`src/sv/assert_macros.svh`:
```
// ----------------------------------------------------------------------------
// assert_macros.svh
// Shared concurrent assertion macros for the RTL.
// ----------------------------------------------------------------------------
`ifndef ASSERT_MACROS_SVH
`define ASSERT_MACROS_SVH

`ifndef SYNTHESIS

// Check that cons holds in the same cycle whenever ante holds.
`define ASSERT_IMP(lbl, clk, rstn, ante, cons) \
	lbl: assert property (@(posedge clk) disable iff (!(rstn)) (ante) |-> (cons)) \
		else $error("assertion failed");

// Check that cons holds in the cycle after ante holds.
`define ASSERT_NEXT(lbl, clk, rstn, ante, cons) \
	lbl: assert property (@(posedge clk) disable iff (!(rstn)) (ante) |=> (cons)) \
		else $error("assertion failed");

`else

`define ASSERT_IMP(lbl, clk, rstn, ante, cons)
`define ASSERT_NEXT(lbl, clk, rstn, ante, cons)

`endif

`endif

```
`src/sv/sbl_pkg.sv`:
```
// ----------------------------------------------------------------------------
// sbl_pkg
// Types and codes shared by the sorted byte list and its cells.
// ----------------------------------------------------------------------------
`timescale 1ns / 1ps
`default_nettype none

package sbl_pkg;

	localparam int unsigned DATA_W   = 8;
	localparam int unsigned STATUS_W = 3;
	localparam int unsigned COUNT_W  = 5;

	typedef enum logic {
		OP_INSERT = 1'b0,
		OP_DELETE = 1'b1
	} sbl_op_t;

	typedef enum logic [STATUS_W-1:0] {
		ST_INSERTED  = 3'd0,
		ST_FULL      = 3'd1,
		ST_DELETED   = 3'd2,
		ST_NOT_FOUND = 3'd3,
		ST_EMPTY     = 3'd4
	} sbl_status_t;

	// Broadcast command, already qualified by acceptance and list state
	typedef struct packed {
		logic              ins;
		logic              del;
		logic [DATA_W-1:0] value;
	} sbl_cmd_t;

	// What a cell shows its neighbors and the control
	typedef struct packed {
		logic [DATA_W-1:0] data;
		logic              valid;
		logic              lt;
		logic              hit;
	} sbl_link_t;

endpackage

`default_nettype wire

```
`src/sv/sbl_cell.sv`:
```
// ----------------------------------------------------------------------------
// sbl_cell
// One slot of the sorted list: holds a byte and an occupied bit, compares
// against the broadcast value and shifts toward either neighbor.
// ----------------------------------------------------------------------------
`timescale 1ns / 1ps
`default_nettype none

module sbl_cell (
	input  wire logic             clk,
	input  wire logic             arst_n,
	input  wire sbl_pkg::sbl_cmd_t  cmd,
	input  wire sbl_pkg::sbl_link_t left,
	input  wire sbl_pkg::sbl_link_t right,
	output sbl_pkg::sbl_link_t      link
);

	logic [sbl_pkg::DATA_W-1:0] entry_q;
	logic                       valid_q;
	logic                       lt;
	logic                       take_new;
	logic                       take_left;
	logic                       take_right;

	// Compare stored entry against the request value
	assign lt = valid_q && (entry_q < cmd.value);

	assign link = '{data: entry_q, valid: valid_q, lt: lt,
		hit: valid_q && (entry_q == cmd.value)};

	// Insert point is the first cell not below the value; cells past it shift up
	assign take_new   = cmd.ins && !lt && left.lt;
	assign take_left  = cmd.ins && !lt && !left.lt;
	// Delete point is the first cell not below the value; it and all after shift down
	assign take_right = cmd.del && !lt;

	// Advance the occupied bit
	always_ff @(posedge clk or negedge arst_n) begin
		if (!arst_n) begin
			valid_q <= 1'b0;
		end else if (take_new) begin
			valid_q <= 1'b1;
		end else if (take_left) begin
			valid_q <= left.valid;
		end else if (take_right) begin
			valid_q <= right.valid;
		end
	end

	// Advance the stored byte
	always_ff @(posedge clk) begin
		if (take_new) begin
			entry_q <= cmd.value;
		end else if (take_left) begin
			entry_q <= left.data;
		end else if (take_right) begin
			entry_q <= right.data;
		end
	end

endmodule

`default_nettype wire

```
`src/sv/sorted_byte_list.sv`:
```
// Result: registered, valid in the cycle after its request is accepted.
// Throughput: one request per cycle unless stalled; each cell compares and
// shifts at once, so a row of CAPACITY cells finishes any insert or delete.
// Reset: arst_n clears the entry count, all occupied bits and the output valid;
// stored bytes are not cleared and are never read while unoccupied.
// ----------------------------------------------------------------------------
// sorted_byte_list
// Bounded ascending list of bytes with insert and delete requests, built as a
// row of compare-and-shift cells.
// ----------------------------------------------------------------------------
`timescale 1ns / 1ps
`default_nettype none

`include "assert_macros.svh"

module sorted_byte_list #(
	parameter int unsigned CAPACITY = 16
) (
	input  wire logic                           clk,
	input  wire logic                           arst_n,
	input  wire logic                           in_valid,
	output logic                                in_stall,
	input  wire logic                           opcode,
	input  wire logic [sbl_pkg::DATA_W-1:0]     value,
	output logic                                out_valid,
	input  wire logic                           out_stall,
	output logic [sbl_pkg::STATUS_W-1:0]        status,
	output logic [sbl_pkg::COUNT_W-1:0]         entry_count,
	output logic                                is_empty
);

	localparam int unsigned CW = $clog2(CAPACITY + 1);

	sbl_pkg::sbl_link_t    link [CAPACITY];
	logic [CAPACITY-1:0]   valid_vec;
	logic [CAPACITY-1:0]   hit_vec;
	logic [CW-1:0]         count_q;
	logic [CW-1:0]         count_d;
	logic                  in_acc;
	logic                  full;
	logic                  empty;
	logic                  found;
	logic                  is_ins;
	sbl_pkg::sbl_cmd_t     cmd;
	sbl_pkg::sbl_status_t  status_d;
	logic                  out_valid_q;
	logic [sbl_pkg::STATUS_W-1:0] status_q;
	logic [sbl_pkg::COUNT_W-1:0]  entry_count_q;
	logic                  is_empty_q;

	// Accept while the result register is free or draining this cycle
	assign in_stall = out_valid_q && out_stall;
	assign in_acc   = in_valid && !in_stall;
	assign is_ins   = (opcode == sbl_pkg::OP_INSERT);

	// Gather cell flags
	always_comb begin
		for (int i = 0; i < CAPACITY; i++) begin
			valid_vec[i] = link[i].valid;
			hit_vec[i]   = link[i].hit;
		end
	end

	assign full  = valid_vec[CAPACITY-1];
	assign empty = !valid_vec[0];
	assign found = |hit_vec;

	// Qualify the broadcast command
	assign cmd = '{ins: in_acc && is_ins && !full,
		del: in_acc && !is_ins && found,
		value: value};

	// Build the row of cells
	for (genvar g = 0; g < CAPACITY; g++) begin : g_cell
		sbl_pkg::sbl_link_t left_l;
		sbl_pkg::sbl_link_t right_l;
		if (g == 0) begin : g_head
			assign left_l = '{data: '0, valid: 1'b1, lt: 1'b1, hit: 1'b0};
		end else begin : g_mid_l
			assign left_l = link[g-1];
		end
		if (g == CAPACITY - 1) begin : g_tail
			assign right_l = '{data: '0, valid: 1'b0, lt: 1'b0, hit: 1'b0};
		end else begin : g_mid_r
			assign right_l = link[g+1];
		end
		sbl_cell u_cell (
			.clk    (clk),
			.arst_n (arst_n),
			.cmd    (cmd),
			.left   (left_l),
			.right  (right_l),
			.link   (link[g])
		);
	end

	// Next count and status
	always_comb begin
		count_d = count_q;
		if (cmd.ins) begin
			count_d = count_q + CW'(1);
		end else if (cmd.del) begin
			count_d = count_q - CW'(1);
		end
		priority if (is_ins && full) begin
			status_d = sbl_pkg::ST_FULL;
		end else if (is_ins) begin
			status_d = sbl_pkg::ST_INSERTED;
		end else if (empty) begin
			status_d = sbl_pkg::ST_EMPTY;
		end else if (found) begin
			status_d = sbl_pkg::ST_DELETED;
		end else begin
			status_d = sbl_pkg::ST_NOT_FOUND;
		end
	end

	// Hold the entry count
	always_ff @(posedge clk or negedge arst_n) begin
		if (!arst_n) begin
			count_q <= '0;
		end else if (in_acc) begin
			count_q <= count_d;
		end
	end

	// Hold the result until taken
	always_ff @(posedge clk or negedge arst_n) begin
		if (!arst_n) begin
			out_valid_q <= 1'b0;
		end else if (in_acc) begin
			out_valid_q <= 1'b1;
		end else if (!out_stall) begin
			out_valid_q <= 1'b0;
		end
	end

	always_ff @(posedge clk) begin
		if (in_acc) begin
			status_q      <= status_d;
			entry_count_q <= sbl_pkg::COUNT_W'(count_d);
			is_empty_q    <= (count_d == '0);
		end
	end

	assign out_valid   = out_valid_q;
	assign status      = status_q;
	assign entry_count = entry_count_q;
	assign is_empty    = is_empty_q;

	// Occupied cells always match the count
	`ASSERT_IMP(a_count_cells, clk, arst_n, 1'b1, $countones(valid_vec) == count_q)
	// An accepted insert with room grows the list by one
	`ASSERT_NEXT(a_ins_grow, clk, arst_n, cmd.ins, count_q == $past(count_q) + CW'(1))
	// A successful insert never leaves the list empty
	`ASSERT_IMP(a_ins_nonempty, clk, arst_n,
		out_valid_q && (status_q == sbl_pkg::ST_INSERTED), !is_empty_q)

endmodule

`default_nettype wire
```
`config.mk`:
```
export PLATFORM = sky130hd
export DESIGN_NAME = sorted_byte_list
export DESIGN_NICKNAME = d
export VERILOG_FILES = /design/src/sv/sbl_pkg.sv /design/src/sv/sbl_cell.sv /design/src/sv/sorted_byte_list.sv
export VERILOG_INCLUDE_DIRS = /design/src /design/src/sv
export SDC_FILE = /design/constraint.sdc
export NUM_CORES = 1
export LEC_CHECK = 0
export BUFFER_PORTS_ARGS = -buffer_cell sky130_fd_sc_hd__buf_2
export CORE_MARGIN = 5
export CORE_UTILIZATION = 30
export CTS_CLUSTER_SIZE = 16
export DETAILED_ROUTE_END_ITERATION = 10
export GPL_TIMING_DRIVEN = 0
export SLEW_MARGIN = 20
export SYNTH_ARGS = -nofsm -noshare
export SYNTH_HDL_FRONTEND = slang
export SYNTH_SLANG_ARGS = --single-unit
```
`constraint.sdc`:
```
create_clock -name clk -period 3.3 [get_ports clk]
set_input_delay 0.66 -clock clk [delete_from_list [all_inputs] [get_ports clk]]
set_output_delay 0.66 -clock clk [all_outputs]
set_load 0.01 [all_outputs]
```
==> run_results.csv <==
group,metric,value,unit
status,status,"finished with violations",
status,violations,"setup timing",
die,io_pins,24,
routing,drtIter0Drc,722,
layout,finalNonFillerCells,1671,
timing,fmax,0.3030,GHz
clock_tree,cts_tree,"yes",
critical_path,r2r_slack,0.41,ns
place,placedCellCount,1604,
synth,synth.cell_area,11350,sq um
critical_path,worstSetupStartpointType,"input pin",
timing,rsz0062_at_grt,"yes",
die,rows,71,
layout,layout_commonest_cell,"edfxtp_1",
synth,synthXorXnorAreaFrac,0.3087,%
die,core,37490,sq um
timing,slew-limit-headroom,33.05,%
global_route,grt_first_pass_wirelength,55.49,mm
synth,synth_ff_type,"edfxtp_1",
clock_tree,cts_sinks,159,
routing,via_per_inst,5.540,
die,dieArea,41820,sq um
synth,yosysWarnings,0,
power_and_ir_drop,p_per_area,489.5,nW/um^2
timing,tightest_slew,1.004,ns
global_route,grt_pass1_vias,9237,
critical_path,worstSetupPathType,"input pin to flip-flop",
min_path,hp-class,"input pin to async pin",
routing,routed_wirelength,36.68,mm
synth,synth.area.mux_share,13.79,%
synth,synthSimpleGateAreaFrac,11.22,%
place,place.gp.congestion,0.8784,
place,io_buffers,21,
layout,drive_gt1_share,19.74,%
layout,fin_area,13500,sq um
layout,layout_common_cells,"edfxtp_1, a21oi_1, ha_1",
place,hpwl,25.31,mm
synth,syn_area_per_cell,10.59,sq um
critical_path,rr_endpoint,"g_cell[4].u_cell.entry_q[6]",
synth,synth-adder-area-share,14.33,%
synth,synth_top_family_by_area,"compound AO/OA/AOI/OAI gates",
synth,synth_cell_type_count,64,
routing,drc,0,
power_and_ir_drop,p_leak,5.530,nW
critical_path,cp.required,3.40,ns
power_and_ir_drop,ir_drop,0.3186,mV
routing,drt_pass1_iterations,5,
timing,hold_violations,0,
synth,synth_nets,1215,
global_route,grt_max_degree,24,
routing,vias,9258,
routing,ant_nets,0,
timing,setup_violations,1,
place,placed_cell_area,12110,sq um
layout,finalNetCount,1291,
global_route,antenna_found_initial,0,
critical_path,worst-r2r-cell-count,11,
die,start_util,30.28,%
critical_path,critPathArrivalTime,3.40,ns
timing,fin_skew,0.01106,ns
layout,antenna_cells,0,
timing,slew_violations,0,
routing,route.detailed.wl_per_inst,21.95,microns
clock_tree,cts.clk_slew.worst_paths,0.07,ns
clock_tree,cts_made_buffers,17,
synth,synth_compound_area_share,15.61,%
clock_tree,clockRootBuffer,"clkbuf_16",
synth,synth_edf_count,137,
synth,synth_async_sr_flop_share,13.84,%
timing,fin_crit,3.300,ns
timing,post-route-worst-setup-slack,-0.0004825,ns
die,dieHeight,204.5,microns
synth,ys_ff_latch,159,
timing,fin_crit_sh,100.0,%
clock_tree,clkLatencyLatePin,0.43,ns
critical_path,path_max_fanout,10,
global_route,grt_overflow,0,
critical_path,reg2reg_from,"g_cell[4].u_cell.entry_q[6]",
die,die_x,204.5,microns
synth,syn_inst,1072,
layout,fill_cells,3734,
global_route,grt_usage,17.31,%
critical_path,worstSetupEndpointType,"flip-flop",
clock_tree,clockBufferDepth,2,
layout,synthToLayoutAreaGrowth,18.91,%
run,maxCapViolations,0,
synth,seq_area_frac_synth,41.10,%
clock_tree,cts_htree_levels,4,
## report_power, final
group / internal, mW / total (mW) / switching, mW
Clock: 1.27 / 2.12 / 0.844
Combinational: 0.779 / 1.92 / 1.14
Sequential: 2.37 / 2.57 / 0.198
## Yosys cell counts, drive strengths merged, types with 2 or more instances
library cell / number / area share (%)
a2111oi: 2 / 0.26
nand3: 25 / 1.1
xnor2: 4 / 0.31
ha: 130 / 14
nand2b: 10 / 0.55
a31o: 3 / 0.23
or3: 4 / 0.26
nand2: 52 / 1.7
mux2i: 117 / 10
nand4: 26 / 1.4
nor2b: 17 / 0.94
a2bb2oi: 6 / 0.46
a221oi: 4 / 0.36
and2: 15 / 0.83
dfrtp: 22 / 4.9
inv: 36 / 1.2
buf: 35 / 1.6
mux2: 35 / 3.5
a211o: 5 / 0.39
nor3: 24 / 1.2
o21bai: 4 / 0.46
o211ai: 3 / 0.20
a22oi: 2 / 0.13
o21ai: 59 / 2.7
a31oi: 10 / 0.68
nor2: 50 / 1.7
a21oi: 138 / 6.2
and3b: 2 / 0.15
o21a: 14 / 0.93
edfxtp: 137 / 36
clkbuf: 25 / 0.84
nand3b: 9 / 0.60
o22ai: 6 / 0.33
a211oi: 8 / 0.66
o22a: 4 / 0.31
a21o: 10 / 0.66
nor3b: 2 / 0.13
or2: 5 / 0.28
nor4: 4 / 0.28
## final cells by class
cell class	count	area [sq um]	share of cell area [%]
buffer	58	412.9	3.060
clock buffer	19	432.9	3.208
clock inverter	12	183.9	1.363
inverter	36	162.7	1.205
multi-input combinational	817	6507	48.22
sequential	159	4664	34.56
tap	511	639.4	4.738
timing repair buffer	59	491.7	3.644
## worst max-delay path, cell delays in order
cell and delay (ns):
buf_8 0.14, clkbuf_16 0.15, clkinvlp_4 0.07, buf_4 0.15, buf_6 0.16, ha_1 0.31, nand4_1 0.13, nor3_4 0.32
nor4_4 0.10, nand4_1 0.13, buf_6 0.14, buf_8 0.12, a31oi_4 0.14, buf_12 0.20, buf_4 0.15, a21oi_4 0.27
## repair_timing
action                     4_1_cts  5_1_grt
pin swaps                        9       15
setup buffers                   31        7
setup endpoints to repair      284      158
hold buffers                     0        0
resized for setup               80       31
## state kept, by name, summed over array words and instances, names as in the netlist
signal	count
status	3
g_cell.u_cell.valid_q	16
is_empty	1
count_q	5
g_cell.u_cell.entry_q	128
entry_count	5
out_valid	1
## per-layer routing
metal  global-route usage, %  routed length, microns
met5                       0                       0
met4                   6.820                    1267
met3                   2.628                    2170
met2                   28.52                   17320
met1                   22.96                   15920
## metrics by stage
stage	TNS (ns)	util (%)	setup slack [ns]	hold WS (ns)	total power, mW
after floorplan	0	-	0.03017	0.3644	3.856
after global placement	-597.64	32.29	-3.000	0.4803	4.337
after detailed placement	-594.61	32.29	-2.954	0.4866	4.365
after CTS	0	35.52	0.007401	0.2435	6.548
after global routing	-0.7326	36.00	-0.02581	0.2649	6.893
final	-0.0004825	36.00	-0.0004825	0.2365	6.606
## worst max path at each step
stage               startpoint                      endpoint  slack (ns)  cells past startpoint
CTS                   value[6]                entry_count[1]       0.007                     15
detailed placement    value[2]  g_cell[13].u_cell.entry_q[1]       -2.95                     12
global route          value[4]  g_cell[13].u_cell.entry_q[7]       -0.03                     15
global placement      value[2]  g_cell[13].u_cell.entry_q[0]       -3.00                     12
finish                value[3]   g_cell[4].u_cell.entry_q[6]     -0.0005                     16
floorplan             value[1]  g_cell[12].u_cell.entry_q[0]        0.03                     11
## cells by family after synthesis
group                      Yosys count
xor gates and xnor gates             4
adders and majority gates          130
buffers and inverters               96
muxes                              152
AOI/OAI and AO/OA                  285
DFF                                159
and+or+nand+nor                    246
Note: power is estimated with default switching activity, not from simulation.
